`src/sv/jsu_pkg.sv`:
```
`timescale 1ns / 1ps
`default_nettype none
// ----------------------------------------------------------------------------
// jsu_pkg
// Shared types, codes and helpers for the JSON string unescape unit.
// ----------------------------------------------------------------------------
package jsu_pkg;

    // Result kinds carried on the result channel
    typedef enum logic [2:0] {
        ST_BYTE   = 3'd0,
        ST_CLOSED = 3'd1,
        ST_CTRL   = 3'd2,
        ST_BADESC = 3'd3,
        ST_BADHEX = 3'd4,
        ST_UNTERM = 3'd5
    } jsu_status_t;

    localparam int unsigned MaxResults = 4;
    localparam int unsigned SlotIdxW   = $clog2(MaxResults);
    localparam int unsigned CountW     = $clog2(MaxResults + 1);

    // Character constants
    localparam logic [7:0] ChQuote     = 8'h22;
    localparam logic [7:0] ChBackslash = 8'h5c;
    localparam logic [7:0] ChSlash     = 8'h2f;
    localparam logic [7:0] ChCtrlLimit = 8'h20;

    // UTF-8 encoding constants
    localparam logic [15:0] CpOneByteMax = 16'h007f;
    localparam logic [15:0] CpTwoByteMax = 16'h07ff;
    localparam logic [7:0]  Utf8Lead2    = 8'hc0;
    localparam logic [7:0]  Utf8Lead3    = 8'he0;
    localparam logic [7:0]  Utf8Cont     = 8'h80;

    // One result: decoded byte and its kind
    typedef struct packed {
        logic [7:0]  data;
        jsu_status_t status;
    } jsu_result_t;

    // Results caused by one request, handed from decoder to emitter
    typedef struct packed {
        logic                          valid;
        logic [CountW-1:0]             count;
        jsu_result_t [MaxResults-1:0]  slot;
    } jsu_bundle_t;

    // Hex digit value: bit 4 set when the character is a hex digit
    function automatic logic [4:0] hex_digit(input logic [7:0] c);
        logic [4:0] r;
        r = 5'd0;
        if (c >= 8'h30 && c <= 8'h39) begin
            r = {1'b1, 4'(c - 8'h30)};
        end else if (c >= 8'h61 && c <= 8'h66) begin
            r = {1'b1, 4'(c - 8'h57)};
        end else if (c >= 8'h41 && c <= 8'h46) begin
            r = {1'b1, 4'(c - 8'h37)};
        end
        return r;
    endfunction

endpackage
`default_nettype wire

```
`src/sv/jsu_decode.sv`:
```
`timescale 1ns / 1ps
`default_nettype none
// ----------------------------------------------------------------------------
// jsu_decode
// Input register, scan state and one-pass decode of a byte into a bundle
// of up to four results.
// ----------------------------------------------------------------------------
module jsu_decode (
    input  wire logic               aclk,
    input  wire logic               aresetn,
    input  wire logic               in_valid,
    output logic                    in_ready,
    input  wire logic [7:0]         in_data,
    input  wire logic               in_last,
    input  wire logic               out_free,
    output jsu_pkg::jsu_bundle_t    bundle
);

    typedef enum logic [2:0] {
        MODE_OUT  = 3'd0,
        MODE_IN   = 3'd1,
        MODE_ESC  = 3'd2,
        MODE_HEX  = 3'd3,
        MODE_DROP = 3'd4
    } mode_t;

    mode_t       mode_reg, mode_next;
    logic [15:0] acc_reg, acc_next;
    logic [1:0]  cnt_reg, cnt_next;
    logic        in_valid_reg;
    logic [7:0]  in_data_reg;
    logic        in_last_reg;

    logic                                        err;
    logic [jsu_pkg::CountW-1:0]                  nb;
    jsu_pkg::jsu_result_t [jsu_pkg::MaxResults-1:0] res;
    logic [4:0]                                  hex;
    logic [15:0]                                 cp;
    logic [7:0]                                  b;
    logic                                        fire;

    assign b   = in_data_reg;
    assign hex = jsu_pkg::hex_digit(b);
    assign cp  = {acc_reg[11:0], hex[3:0]};

    // Decode one byte against the current mode
    always_comb begin
        mode_next = mode_reg;
        acc_next  = acc_reg;
        cnt_next  = cnt_reg;
        err       = 1'b0;
        nb        = '0;
        res       = '0;
        unique case (mode_reg)
            MODE_IN: begin
                if (b == jsu_pkg::ChQuote) begin
                    res[0]    = '{data: 8'd0, status: jsu_pkg::ST_CLOSED};
                    nb        = jsu_pkg::CountW'(1);
                    mode_next = MODE_OUT;
                end else if (b < jsu_pkg::ChCtrlLimit) begin
                    res[0] = '{data: 8'd0, status: jsu_pkg::ST_CTRL};
                    nb     = jsu_pkg::CountW'(1);
                    err    = 1'b1;
                end else if (b == jsu_pkg::ChBackslash) begin
                    mode_next = MODE_ESC;
                end else begin
                    res[0] = '{data: b, status: jsu_pkg::ST_BYTE};
                    nb     = jsu_pkg::CountW'(1);
                end
            end
            MODE_ESC: begin
                nb        = jsu_pkg::CountW'(1);
                mode_next = MODE_IN;
                unique case (b)
                    jsu_pkg::ChQuote, jsu_pkg::ChBackslash, jsu_pkg::ChSlash:
                        res[0] = '{data: b, status: jsu_pkg::ST_BYTE};
                    8'h62: res[0] = '{data: 8'h08, status: jsu_pkg::ST_BYTE};
                    8'h66: res[0] = '{data: 8'h0c, status: jsu_pkg::ST_BYTE};
                    8'h6e: res[0] = '{data: 8'h0a, status: jsu_pkg::ST_BYTE};
                    8'h72: res[0] = '{data: 8'h0d, status: jsu_pkg::ST_BYTE};
                    8'h74: res[0] = '{data: 8'h09, status: jsu_pkg::ST_BYTE};
                    8'h75: begin
                        nb        = '0;
                        acc_next  = 16'd0;
                        cnt_next  = 2'd0;
                        mode_next = MODE_HEX;
                    end
                    default: begin
                        res[0] = '{data: 8'd0, status: jsu_pkg::ST_BADESC};
                        err    = 1'b1;
                    end
                endcase
            end
            MODE_HEX: begin
                if (!hex[4]) begin
                    res[0] = '{data: 8'd0, status: jsu_pkg::ST_BADHEX};
                    nb     = jsu_pkg::CountW'(1);
                    err    = 1'b1;
                end else begin
                    acc_next = cp;
                    if (cnt_reg == 2'd3) begin
                        cnt_next  = 2'd0;
                        mode_next = MODE_IN;
                        // Encode the code point as UTF-8
                        if (cp <= jsu_pkg::CpOneByteMax) begin
                            res[0] = '{data: cp[7:0], status: jsu_pkg::ST_BYTE};
                            nb     = jsu_pkg::CountW'(1);
                        end else if (cp <= jsu_pkg::CpTwoByteMax) begin
                            res[0] = '{data: jsu_pkg::Utf8Lead2 | {3'd0, cp[10:6]},
                                       status: jsu_pkg::ST_BYTE};
                            res[1] = '{data: jsu_pkg::Utf8Cont | {2'd0, cp[5:0]},
                                       status: jsu_pkg::ST_BYTE};
                            nb     = jsu_pkg::CountW'(2);
                        end else begin
                            res[0] = '{data: jsu_pkg::Utf8Lead3 | {4'd0, cp[15:12]},
                                       status: jsu_pkg::ST_BYTE};
                            res[1] = '{data: jsu_pkg::Utf8Cont | {2'd0, cp[11:6]},
                                       status: jsu_pkg::ST_BYTE};
                            res[2] = '{data: jsu_pkg::Utf8Cont | {2'd0, cp[5:0]},
                                       status: jsu_pkg::ST_BYTE};
                            nb     = jsu_pkg::CountW'(3);
                        end
                    end else begin
                        cnt_next = cnt_reg + 2'd1;
                    end
                end
            end
            MODE_DROP: begin
                mode_next = MODE_DROP;
            end
            default: begin
                mode_next = (b == jsu_pkg::ChQuote) ? MODE_IN : MODE_OUT;
            end
        endcase

        if (err) begin
            mode_next = MODE_DROP;
        end

        // Close out the buffer on its final byte
        if (in_last_reg) begin
            if (mode_next == MODE_IN || mode_next == MODE_ESC || mode_next == MODE_HEX) begin
                res[nb[jsu_pkg::SlotIdxW-1:0]] = '{data: 8'd0, status: jsu_pkg::ST_UNTERM};
                nb = nb + jsu_pkg::CountW'(1);
            end
            mode_next = MODE_OUT;
            cnt_next  = 2'd0;
        end
    end

    // Retire the held request once its results have room
    assign fire     = in_valid_reg && (nb == '0 || out_free);
    assign in_ready = !in_valid_reg || fire;

    assign bundle.valid = fire && (nb != '0);
    assign bundle.count = nb;
    assign bundle.slot  = res;

    // Hold scan state and the input register
    always_ff @(posedge aclk) begin
        if (!aresetn) begin
            mode_reg     <= MODE_OUT;
            acc_reg      <= 16'd0;
            cnt_reg      <= 2'd0;
            in_valid_reg <= 1'b0;
        end else begin
            if (fire) begin
                mode_reg <= mode_next;
                acc_reg  <= acc_next;
                cnt_reg  <= cnt_next;
            end
            if (in_ready) begin
                in_valid_reg <= in_valid;
            end
        end
        if (in_ready) begin
            in_data_reg <= in_data;
            in_last_reg <= in_last;
        end
    end

endmodule
`default_nettype wire

```
`src/sv/jsu_emit.sv`:
```
`timescale 1ns / 1ps
`default_nettype none
// ----------------------------------------------------------------------------
// jsu_emit
// Result register that holds one bundle and hands its results out one per
// cycle on the result channel while m_tready is high.
// ----------------------------------------------------------------------------
module jsu_emit (
    input  wire logic                 aclk,
    input  wire logic                 aresetn,
    input  wire jsu_pkg::jsu_bundle_t bundle,
    output logic                      out_free,
    output logic                      m_tvalid,
    input  wire logic                 m_tready,
    output logic [7:0]                m_tdata,
    output logic [2:0]                m_tuser,
    output logic                      m_tlast
);

    jsu_pkg::jsu_bundle_t              bundle_reg;
    logic [jsu_pkg::SlotIdxW-1:0]      idx_reg;
    logic [jsu_pkg::CountW-1:0]        last_idx;
    logic                              at_last;
    jsu_pkg::jsu_result_t              cur;

    assign last_idx = bundle_reg.count - jsu_pkg::CountW'(1);
    assign at_last  = ({1'b0, idx_reg} == last_idx);
    assign cur      = bundle_reg.slot[idx_reg];

    assign out_free = !bundle_reg.valid || (m_tready && at_last);

    assign m_tvalid = bundle_reg.valid;
    assign m_tdata  = cur.data;
    assign m_tuser  = cur.status;
    assign m_tlast  = at_last;

    // Load a new bundle or advance through the held one
    always_ff @(posedge aclk) begin
        if (!aresetn) begin
            bundle_reg.valid <= 1'b0;
            idx_reg          <= '0;
        end else if (bundle.valid) begin
            bundle_reg.valid <= 1'b1;
            idx_reg          <= '0;
        end else if (bundle_reg.valid && m_tready) begin
            if (at_last) begin
                bundle_reg.valid <= 1'b0;
            end else begin
                idx_reg <= idx_reg + jsu_pkg::SlotIdxW'(1);
            end
        end
        if (bundle.valid) begin
            bundle_reg.count <= bundle.count;
            bundle_reg.slot  <= bundle.slot;
        end
    end

endmodule
`default_nettype wire

```
`src/sv/json_string_unescape_unit.sv`:
```
`timescale 1ns / 1ps
`default_nettype none
// ----------------------------------------------------------------------------
// json_string_unescape_unit
// Byte-stream decoder for JSON quoted strings with escape and UTF-8 output.
// ----------------------------------------------------------------------------
// Usage:
//   Input stream (s_): one raw text byte per request in s_tdata, s_tlast
//   marks the final byte of a buffer. Bytes outside quotes are skipped.
//   Result stream (m_): m_tdata carries a decoded byte, m_tuser its kind
//   (byte, string closed, control char, bad escape, bad hex, unterminated),
//   m_tlast marks the final result caused by one input byte.
//   A request passes through the input register, then the result register.
//   A byte with zero or one result is taken every cycle while m_tready
//   is high; a byte that gives N results (UTF-8 of an escape, plus an
//   unterminated flag) holds the input while the result register hands
//   them out one per cycle while m_tready is high.
//   A new byte is accepted while the last result of the previous byte is
//   still waiting on m_tready. When the receiver stalls, the result register
//   holds, then the input register fills and s_tready drops.
//   Reset (aresetn low, synchronous) empties both registers and returns the
//   scanner to outside-string with no hex digits gathered.
// ----------------------------------------------------------------------------
module json_string_unescape_unit (
    input  wire logic       aclk,
    input  wire logic       aresetn,
    input  wire logic       s_tvalid,
    output logic            s_tready,
    input  wire logic [7:0] s_tdata,   // [7:0] data_byte
    input  wire logic       s_tlast,
    output logic            m_tvalid,
    input  wire logic       m_tready,
    output logic [7:0]      m_tdata,   // [7:0] out_byte
    output logic [2:0]      m_tuser,   // [2:0] status
    output logic            m_tlast
);

    jsu_pkg::jsu_bundle_t bundle;
    logic                 out_free;

    jsu_decode u_decode (
        .aclk     (aclk),
        .aresetn  (aresetn),
        .in_valid (s_tvalid),
        .in_ready (s_tready),
        .in_data  (s_tdata),
        .in_last  (s_tlast),
        .out_free (out_free),
        .bundle   (bundle)
    );

    jsu_emit u_emit (
        .aclk     (aclk),
        .aresetn  (aresetn),
        .bundle   (bundle),
        .out_free (out_free),
        .m_tvalid (m_tvalid),
        .m_tready (m_tready),
        .m_tdata  (m_tdata),
        .m_tuser  (m_tuser),
        .m_tlast  (m_tlast)
    );

endmodule
`default_nettype wire

```
`config.mk`:
```
export PLATFORM = sky130hd
export DESIGN_NAME = json_string_unescape_unit
export DESIGN_NICKNAME = d
export VERILOG_FILES = /design/src/sv/jsu_pkg.sv /design/src/sv/jsu_decode.sv /design/src/sv/jsu_emit.sv /design/src/sv/json_string_unescape_unit.sv
export SDC_FILE = /design/constraint.sdc
export NUM_CORES = 1
export LEC_CHECK = 0
export BUFFER_PORTS_ARGS = -buffer_cell sky130_fd_sc_hd__buf_2
export CORE_ASPECT_RATIO = 1.5
export CORE_UTILIZATION = 45
export DETAILED_ROUTE_END_ITERATION = 16
export SETUP_SLACK_MARGIN = 0.15
export SYNTH_ARGS = -nofsm -noshare
export SYNTH_HDL_FRONTEND = slang
export SYNTH_SLANG_ARGS = --single-unit
export TNS_END_PERCENT = 100
```
`constraint.sdc`:
```
create_clock -name aclk -period 12.5 [get_ports aclk]
set_input_delay 1.875 -clock aclk [delete_from_list [all_inputs] [get_ports aclk]]
set_output_delay 1.875 -clock aclk [all_outputs]
set_load 0.01 [all_outputs]
```
* After elaboration in Yosys (flattened, before gate mapping)
Index checks and enable logic that the tools add are counted.
** Storage, ports and cells
- Flip-flop bits (word level) :: 77
- Output and inout port bits :: 14
** Operators by class
- Add/subtract/negate cells :: 7
- Magnitude comparators :: 12
- Equality and inequality tests :: 22
- Multiplexer cells :: 59
- Bitwise operators :: 5
- Reductions and logical operators :: 29
** Operator list (count)
- 2-to-1 mux 33 bit :: 3
- 2-to-1 mux 11 bit :: 8
- one-hot mux 11 bit (7 select lines) :: 1
- 2-to-1 mux 22 bit :: 3
- == test 8 x 7 -> 1 bit, second input constant :: 7
- 2-to-1 mux 3 bit :: 14
- AND 27 x 36 -> 36 bit :: 1
- inverter 36 bit :: 1
- one-hot mux 11 bit (3 select lines) :: 1
- 2-to-1 mux 12 bit :: 2
- one-hot mux 12 bit (2 select lines) :: 1
- binary-select mux 11 bit (select 2 bit) :: 1
- demux 11 bit (select 2 bit) :: 1
- 2-to-1 mux 20 bit :: 1
- == test 8 x 6 -> 1 bit, second input constant :: 2
- >= comparator 8 x 7 -> 1 bit, second input constant :: 2
- less-or-equal comparator 16 x 11 -> 1 bit, second input constant :: 1
- less-or-equal comparator 16 x 7 -> 1 bit, second input constant :: 1
- less-or-equal comparator 8 x 7 -> 1 bit, second input constant :: 2
- 2-to-1 mux 5 bit :: 3
- == test 3 x 2 -> 1 bit, second input constant :: 4
- one-hot mux 3 bit (4 select lines) :: 1
- 2-to-1 mux 1 bit :: 11
- 2-to-1 mux 2 bit :: 5
- 32 further kinds :: 57

* Longest topological paths before layout
- Depth after elaboration :: 20
- Mapped depth :: 14

* Hierarchy
A second synthesis with hierarchy kept.
** Second synthesis, totals
- Cells, all modules :: 424
- Area, all modules :: 4543.1 um^2
** Modules (own cells, without submodules)
- jsu_decode :: instances 1, cells each 333, area an instance 2592.5 um^2
- jsu_emit :: instances 1, cells each 91, area an instance 1950.6 um^2

* Worst setup path before layout
No wires, ideal clock.
- Path type :: register to output
- From :: register u_decode.in_data_reg[0], in the netlist u_decode.b[0]
- To :: output s_tready
- Arrival :: 3.212 ns
- Required time :: 10.625 ns
- Path slack :: 7.413 ns
- Cell stages (with the launch flop) :: 13
- Buffers on the path :: 0
- Path through :: edfxtp_1 > inv_1 > ha_1 > o21bai_1 > a2111oi_2 > nor3_1 > nor4_2 > inv_1 > ha_1 > nor2_1 > a21oi_1 > mux2_4 > nand2_1
** Between the ends
- Cells in the longest elaborated chain, start to end :: 18
- Elaborated cells on any way between the ends :: 62
** RTL lines
- from (decl) :: RTL line jsu_decode.sv:31 : logic [7:0] in_data_reg;
- from (signal assigned) :: RTL line jsu_decode.sv:177 : in_data_reg <= in_data;
- >= comparator 8 x 7 -> 1 bit or less-or-equal comparator 8 x 7 -> 1 bit (tied branches) :: RTL line jsu_pkg.sv:57 : end else if (c >= 8'h41 && c <= 8'h46) begin
- logical AND 1 bit :: RTL line jsu_pkg.sv:57
- 2-to-1 mux 5 bit :: RTL line jsu_pkg.sv:57
- 2-to-1 mux 5 bit :: RTL line jsu_pkg.sv:55 : end else if (c >= 8'h61 && c <= 8'h66) begin
- 2-to-1 mux 5 bit :: RTL line jsu_pkg.sv:53 : if (c >= 8'h30 && c <= 8'h39) begin
- less-or-equal comparator 16 x 11 -> 1 bit :: RTL line jsu_decode.sv:108 : end else if (cp <= jsu_pkg::CpTwoByteMax) begin
- 2-to-1 mux 1 bit :: RTL line jsu_decode.sv:108
- 2-to-1 mux 3 bit :: RTL line jsu_decode.sv:105 : if (cp <= jsu_pkg::CpOneByteMax) begin
- (+2 left out)
- one-hot mux 3 bit (3 select lines) :: RTL line jsu_decode.sv:54 : unique case (mode_reg)
- adder 3 x 1 -> 3 bit :: RTL line jsu_decode.sv:144 : nb = nb + jsu_pkg::CountW'(1);
- 2-to-1 mux 3 bit :: RTL line jsu_decode.sv:142 : if (mode_next == MODE_IN || mode_next == MODE_ESC || mode_next == MODE_HEX) begin
- 2-to-1 mux 3 bit (*) :: RTL line jsu_decode.sv:141 : if (in_last_reg) begin
- logical NOT 3 bit (*) :: RTL line jsu_decode.sv:152 : assign fire = in_valid_reg && (nb == '0 || out_free);
- logical OR 1 bit (*) :: RTL line jsu_decode.sv:152
- logical AND 1 bit (*) :: RTL line jsu_decode.sv:152
- logical OR 1 bit (*) :: RTL line jsu_decode.sv:153 : assign in_ready = !in_valid_reg || fire;
- to (decl) :: RTL line json_string_unescape_unit.sv:28 : output logic s_tready,
Every way passes the cells marked *; elsewhere a longest branch is shown, timed or not.

* Worst setup path after layout
Same ends and word-level chain as after synthesis.

==> key figures <==
Setup path
  – Reg-to-Reg Start: u_decode.b[0]$_DFFE_PP_
  – Crit path capture type: primary output
  – CP startpoint kind: flip-flop
  – CP Max Fanout: 10
  – Crit Path Category: reg -> out
  – CP Launch Point: u_decode.b[0]$_DFFE_PP_
  – Reg-to-reg setup timing slack: roughly 8.0 ns
  – Worst Path Arrival: 4.26 ns
  – Req. time, crit path: about 11 ns
  – Capture point of the worst reg-to-reg path: u_emit.bundle_reg[30]$_DFFE_PP_
  – Reg2Reg Depth: 13

Timing
  – Tightest Pin Transition: approximately 0.73 ns
  – Final number of hold-violating endpoints: 0
  – PnR worst setup slack: approximately 6.4 ns
  – Setup Viol. Count Final: 0
  – Count of final max-slew check failures: 0
  – Fin Setup TNS: 0 ns
  – Final critical-path share of the clock period: between 40% and 50%
  – Worst slew margin: 50.63%
  – Final Skew: approximately 0.0031 ns
  – Hold Worst Slack: about 0.45 ns
  – Top achievable clock speed: 163.0 MHz
  – RSZ-0062 raised after global routing: false
  – Tmin final: 6.134 ns

Global route
  – First-pass GRT wire length: roughly 13,000 um
  – Vias in the first global route: about 2,700
  – GRT Residual Overflow: 0
  – Largest net degree at the start of global routing: 38
  – Initial antenna violation count: 0
  – GRT Resource Usage Total: 21.09%

Drt
  – Vias/cell: between 5 and 6
  – Drt drc: 0
  – Vias: ~2,800
  – Wire per inst: ~16 um
  – Final ANT Viol Nets: 0
  – DRT Pass-1 Iters: 6
  – Iter 0 DRT Violations: 185
  – Drt total wl: slightly below 8000 um

Logic synthesis
  – Synth Flop Type: edfxtp_1
  – Post-synth EDFFs: 40
  – FF+latch count, synth: 61
  – Avg Synthesized Cell Area: 9.568 um^2
  – Warnings, synthesis: 0
  – Synth cell types: 55
  – Sequential fraction of the synthesis area: 45.68%
  – Synthesized area: about 3500 um^2
  – Top cell type's share of synthesized area: between 30% and 40%
  – Synth top area cells: edfxtp_1 34%, dfxtp_1 12%, mux2i_1 6.5%
  – Yosys top cell by area: edfxtp_1
  – Most frequent cell after synthesis: nand2_1
  – Synth top cells by count: 52 x nand2_1, 40 x edfxtp_1, 34 x nor2_1, 23 x mux2i_1, 21 x dfxtp_1
  – Cell count after synthesis: ~370
  – Syn_nets: 394
  – Ys async rst share: 0%

Pwr
  – PwrDens: 124.3 nW/um^2
  – Total power: 0.5085 mW
  – Worst VDD drop: about 0.084 mV
  – Leak: ~1.6 nW

Clocking
  – Clock root cell: clkbuf_16
  – Clk buf depth: 2
  – Post-CTS setup buffer count: 0
  – Clock latency on the worst-skew pair: approximately 0.33 ns
  – CTS tree: yes
  – Hold_buf cts: 0
  – TritonCTS sink count: between 60 and 70
  – Clock slew at reported path FFs: 0.05 ns
  – Total CTS buffers: 9
  – CTS H-tree depth: 3
  – Post_cts resized: 0

Floorplan
  – Total core area: between 7000 and 8000 um^2
  – Die Area: 8254 um^2
  – Initial Util: 46.63%
  – Std-Cell Rows: 39
  – Chip Width: around 75 um
  – IO Count: 27
  – Die H: between 100 and 150 um

Finish
  – # diodes: 0
  – Finished Core Util: a little over half
  – Final Cell Area: a little over 4000 um^2
  – Area delta synth->final: 15.23%
  – Layout cells sized above 1: 14.00%
  – Non-filler cells, final: 502
  – Number of flip-flops in the largest register: 31
  – Final #Nets: approximately 420

Placement
  – Final GP Congestion: approximately 0.9
  – PortBufs: 26
  – Post-Place Worst Slack: 6.694 ns
  – Dpl hpwl: roughly 5900 um
  – Cell Area, Placed: between 3000 and 4000 um^2
  – Placed Cells: around 500

Run status
  – Status: finished clean

Hold path
  – Hold Crit Class: reg -> reg
  – Hold Crit Start: u_decode.cnt_reg[1]$_SDFFE_PN0P_
  – Hold Crit Depth: 2
  – Worst hold endpoint: u_decode.cnt_reg[1]$_SDFFE_PN0P_

Run
  – Count of max-cap constraint violations: 0
-- cells in the final DEF (no fill, tap or decap), drive strengths merged, types with 3 or more instances in the layout --
cell,netlist,routed
nor3,16,16
ha,10,10
buf,6,28
nor3b,5,5
nand3,17,17
dfxtp,21,21
edfxtp,40,40
a21o,3,3
bufinv,0,3
a22oi,5,5
nor2,35,35
and3,3,3
clkbuf,9,11
nor2b,5,5
nand2,52,52
or2,4,4
inv,12,12
and2,11,11
xnor2,4,4
nand2b,8,8
a21oi,17,17
nor4b,3,3
mux2i,23,23
nand4b,3,3
nor4,5,5
o21ai,19,19
or3,4,4
-- how the worst max path moves through the flow --
| stage | endpoint | slack [ns] |
|---|---|---|
| CTS | s_tready | 6.32 |
| finish | s_tready | 6.37 |
| floorplan | s_tready | 7.41 |
| global placement | s_tready | 6.83 |
| global route | s_tready | 5.88 |
| detailed placement | s_tready | 6.69 |
-- layer usage --
| layer | vias to the layer above | wire, um | track usage, % |
|---|---|---|---|
| met5 | - | 0 | 0 |
| met4 | 0 | 269 | 12.08 |
| met3 | 21 | 303 | 4.727 |
| met2 | 77 | 4049 | 35.02 |
| met1 | 1285 | 3240 | 24.08 |
| li1 | 1401 | - | - |
-- kinds of logic after synthesis --
family,count (synthesis),share of synthesized area [%]
and+or+nand+nor,179,26.40
AOI/OAI and AO/OA,62,11.67
DFF,61,45.68
buffers and inverters,27,3.066
muxes,26,8.177
adders and majority gates,10,3.525
xor gates and xnor gates,6,1.480
-- critical path, cell delays in order (launching register included) --
cell	delay, ns
edfxtp_1	0.50
inv_1	0.13
ha_1	0.20
o21bai_1	0.11
a2111oi_2	0.61
nor3_1	0.23
nor4_2	0.63
inv_1	0.20
ha_1	0.28
nor2_1	0.11
a21oi_1	0.07
mux2_4	0.33
nand2_1	0.32
buf_2	0.20
-- final cells by class --
cell class / instances / area, um^2
fillers: 706 / 3522
multi-input cells: 283 / 1819
flip-flops and latches: 61 / 1622
clock buffers: 11 / 232.7
repair buffers: 28 / 145.1
well taps: 102 / 127.6
clock inverters: 5 / 98.84
inverters: 12 / 45.04
-- where the power goes --
group          internal (mW)  total, mW  switching, mW
combinational        0.00508     0.0122        0.00708
clock                  0.194      0.278         0.0842
sequential             0.215      0.219        0.00359
No activity file was read; power rests on OpenSTA's default activity.
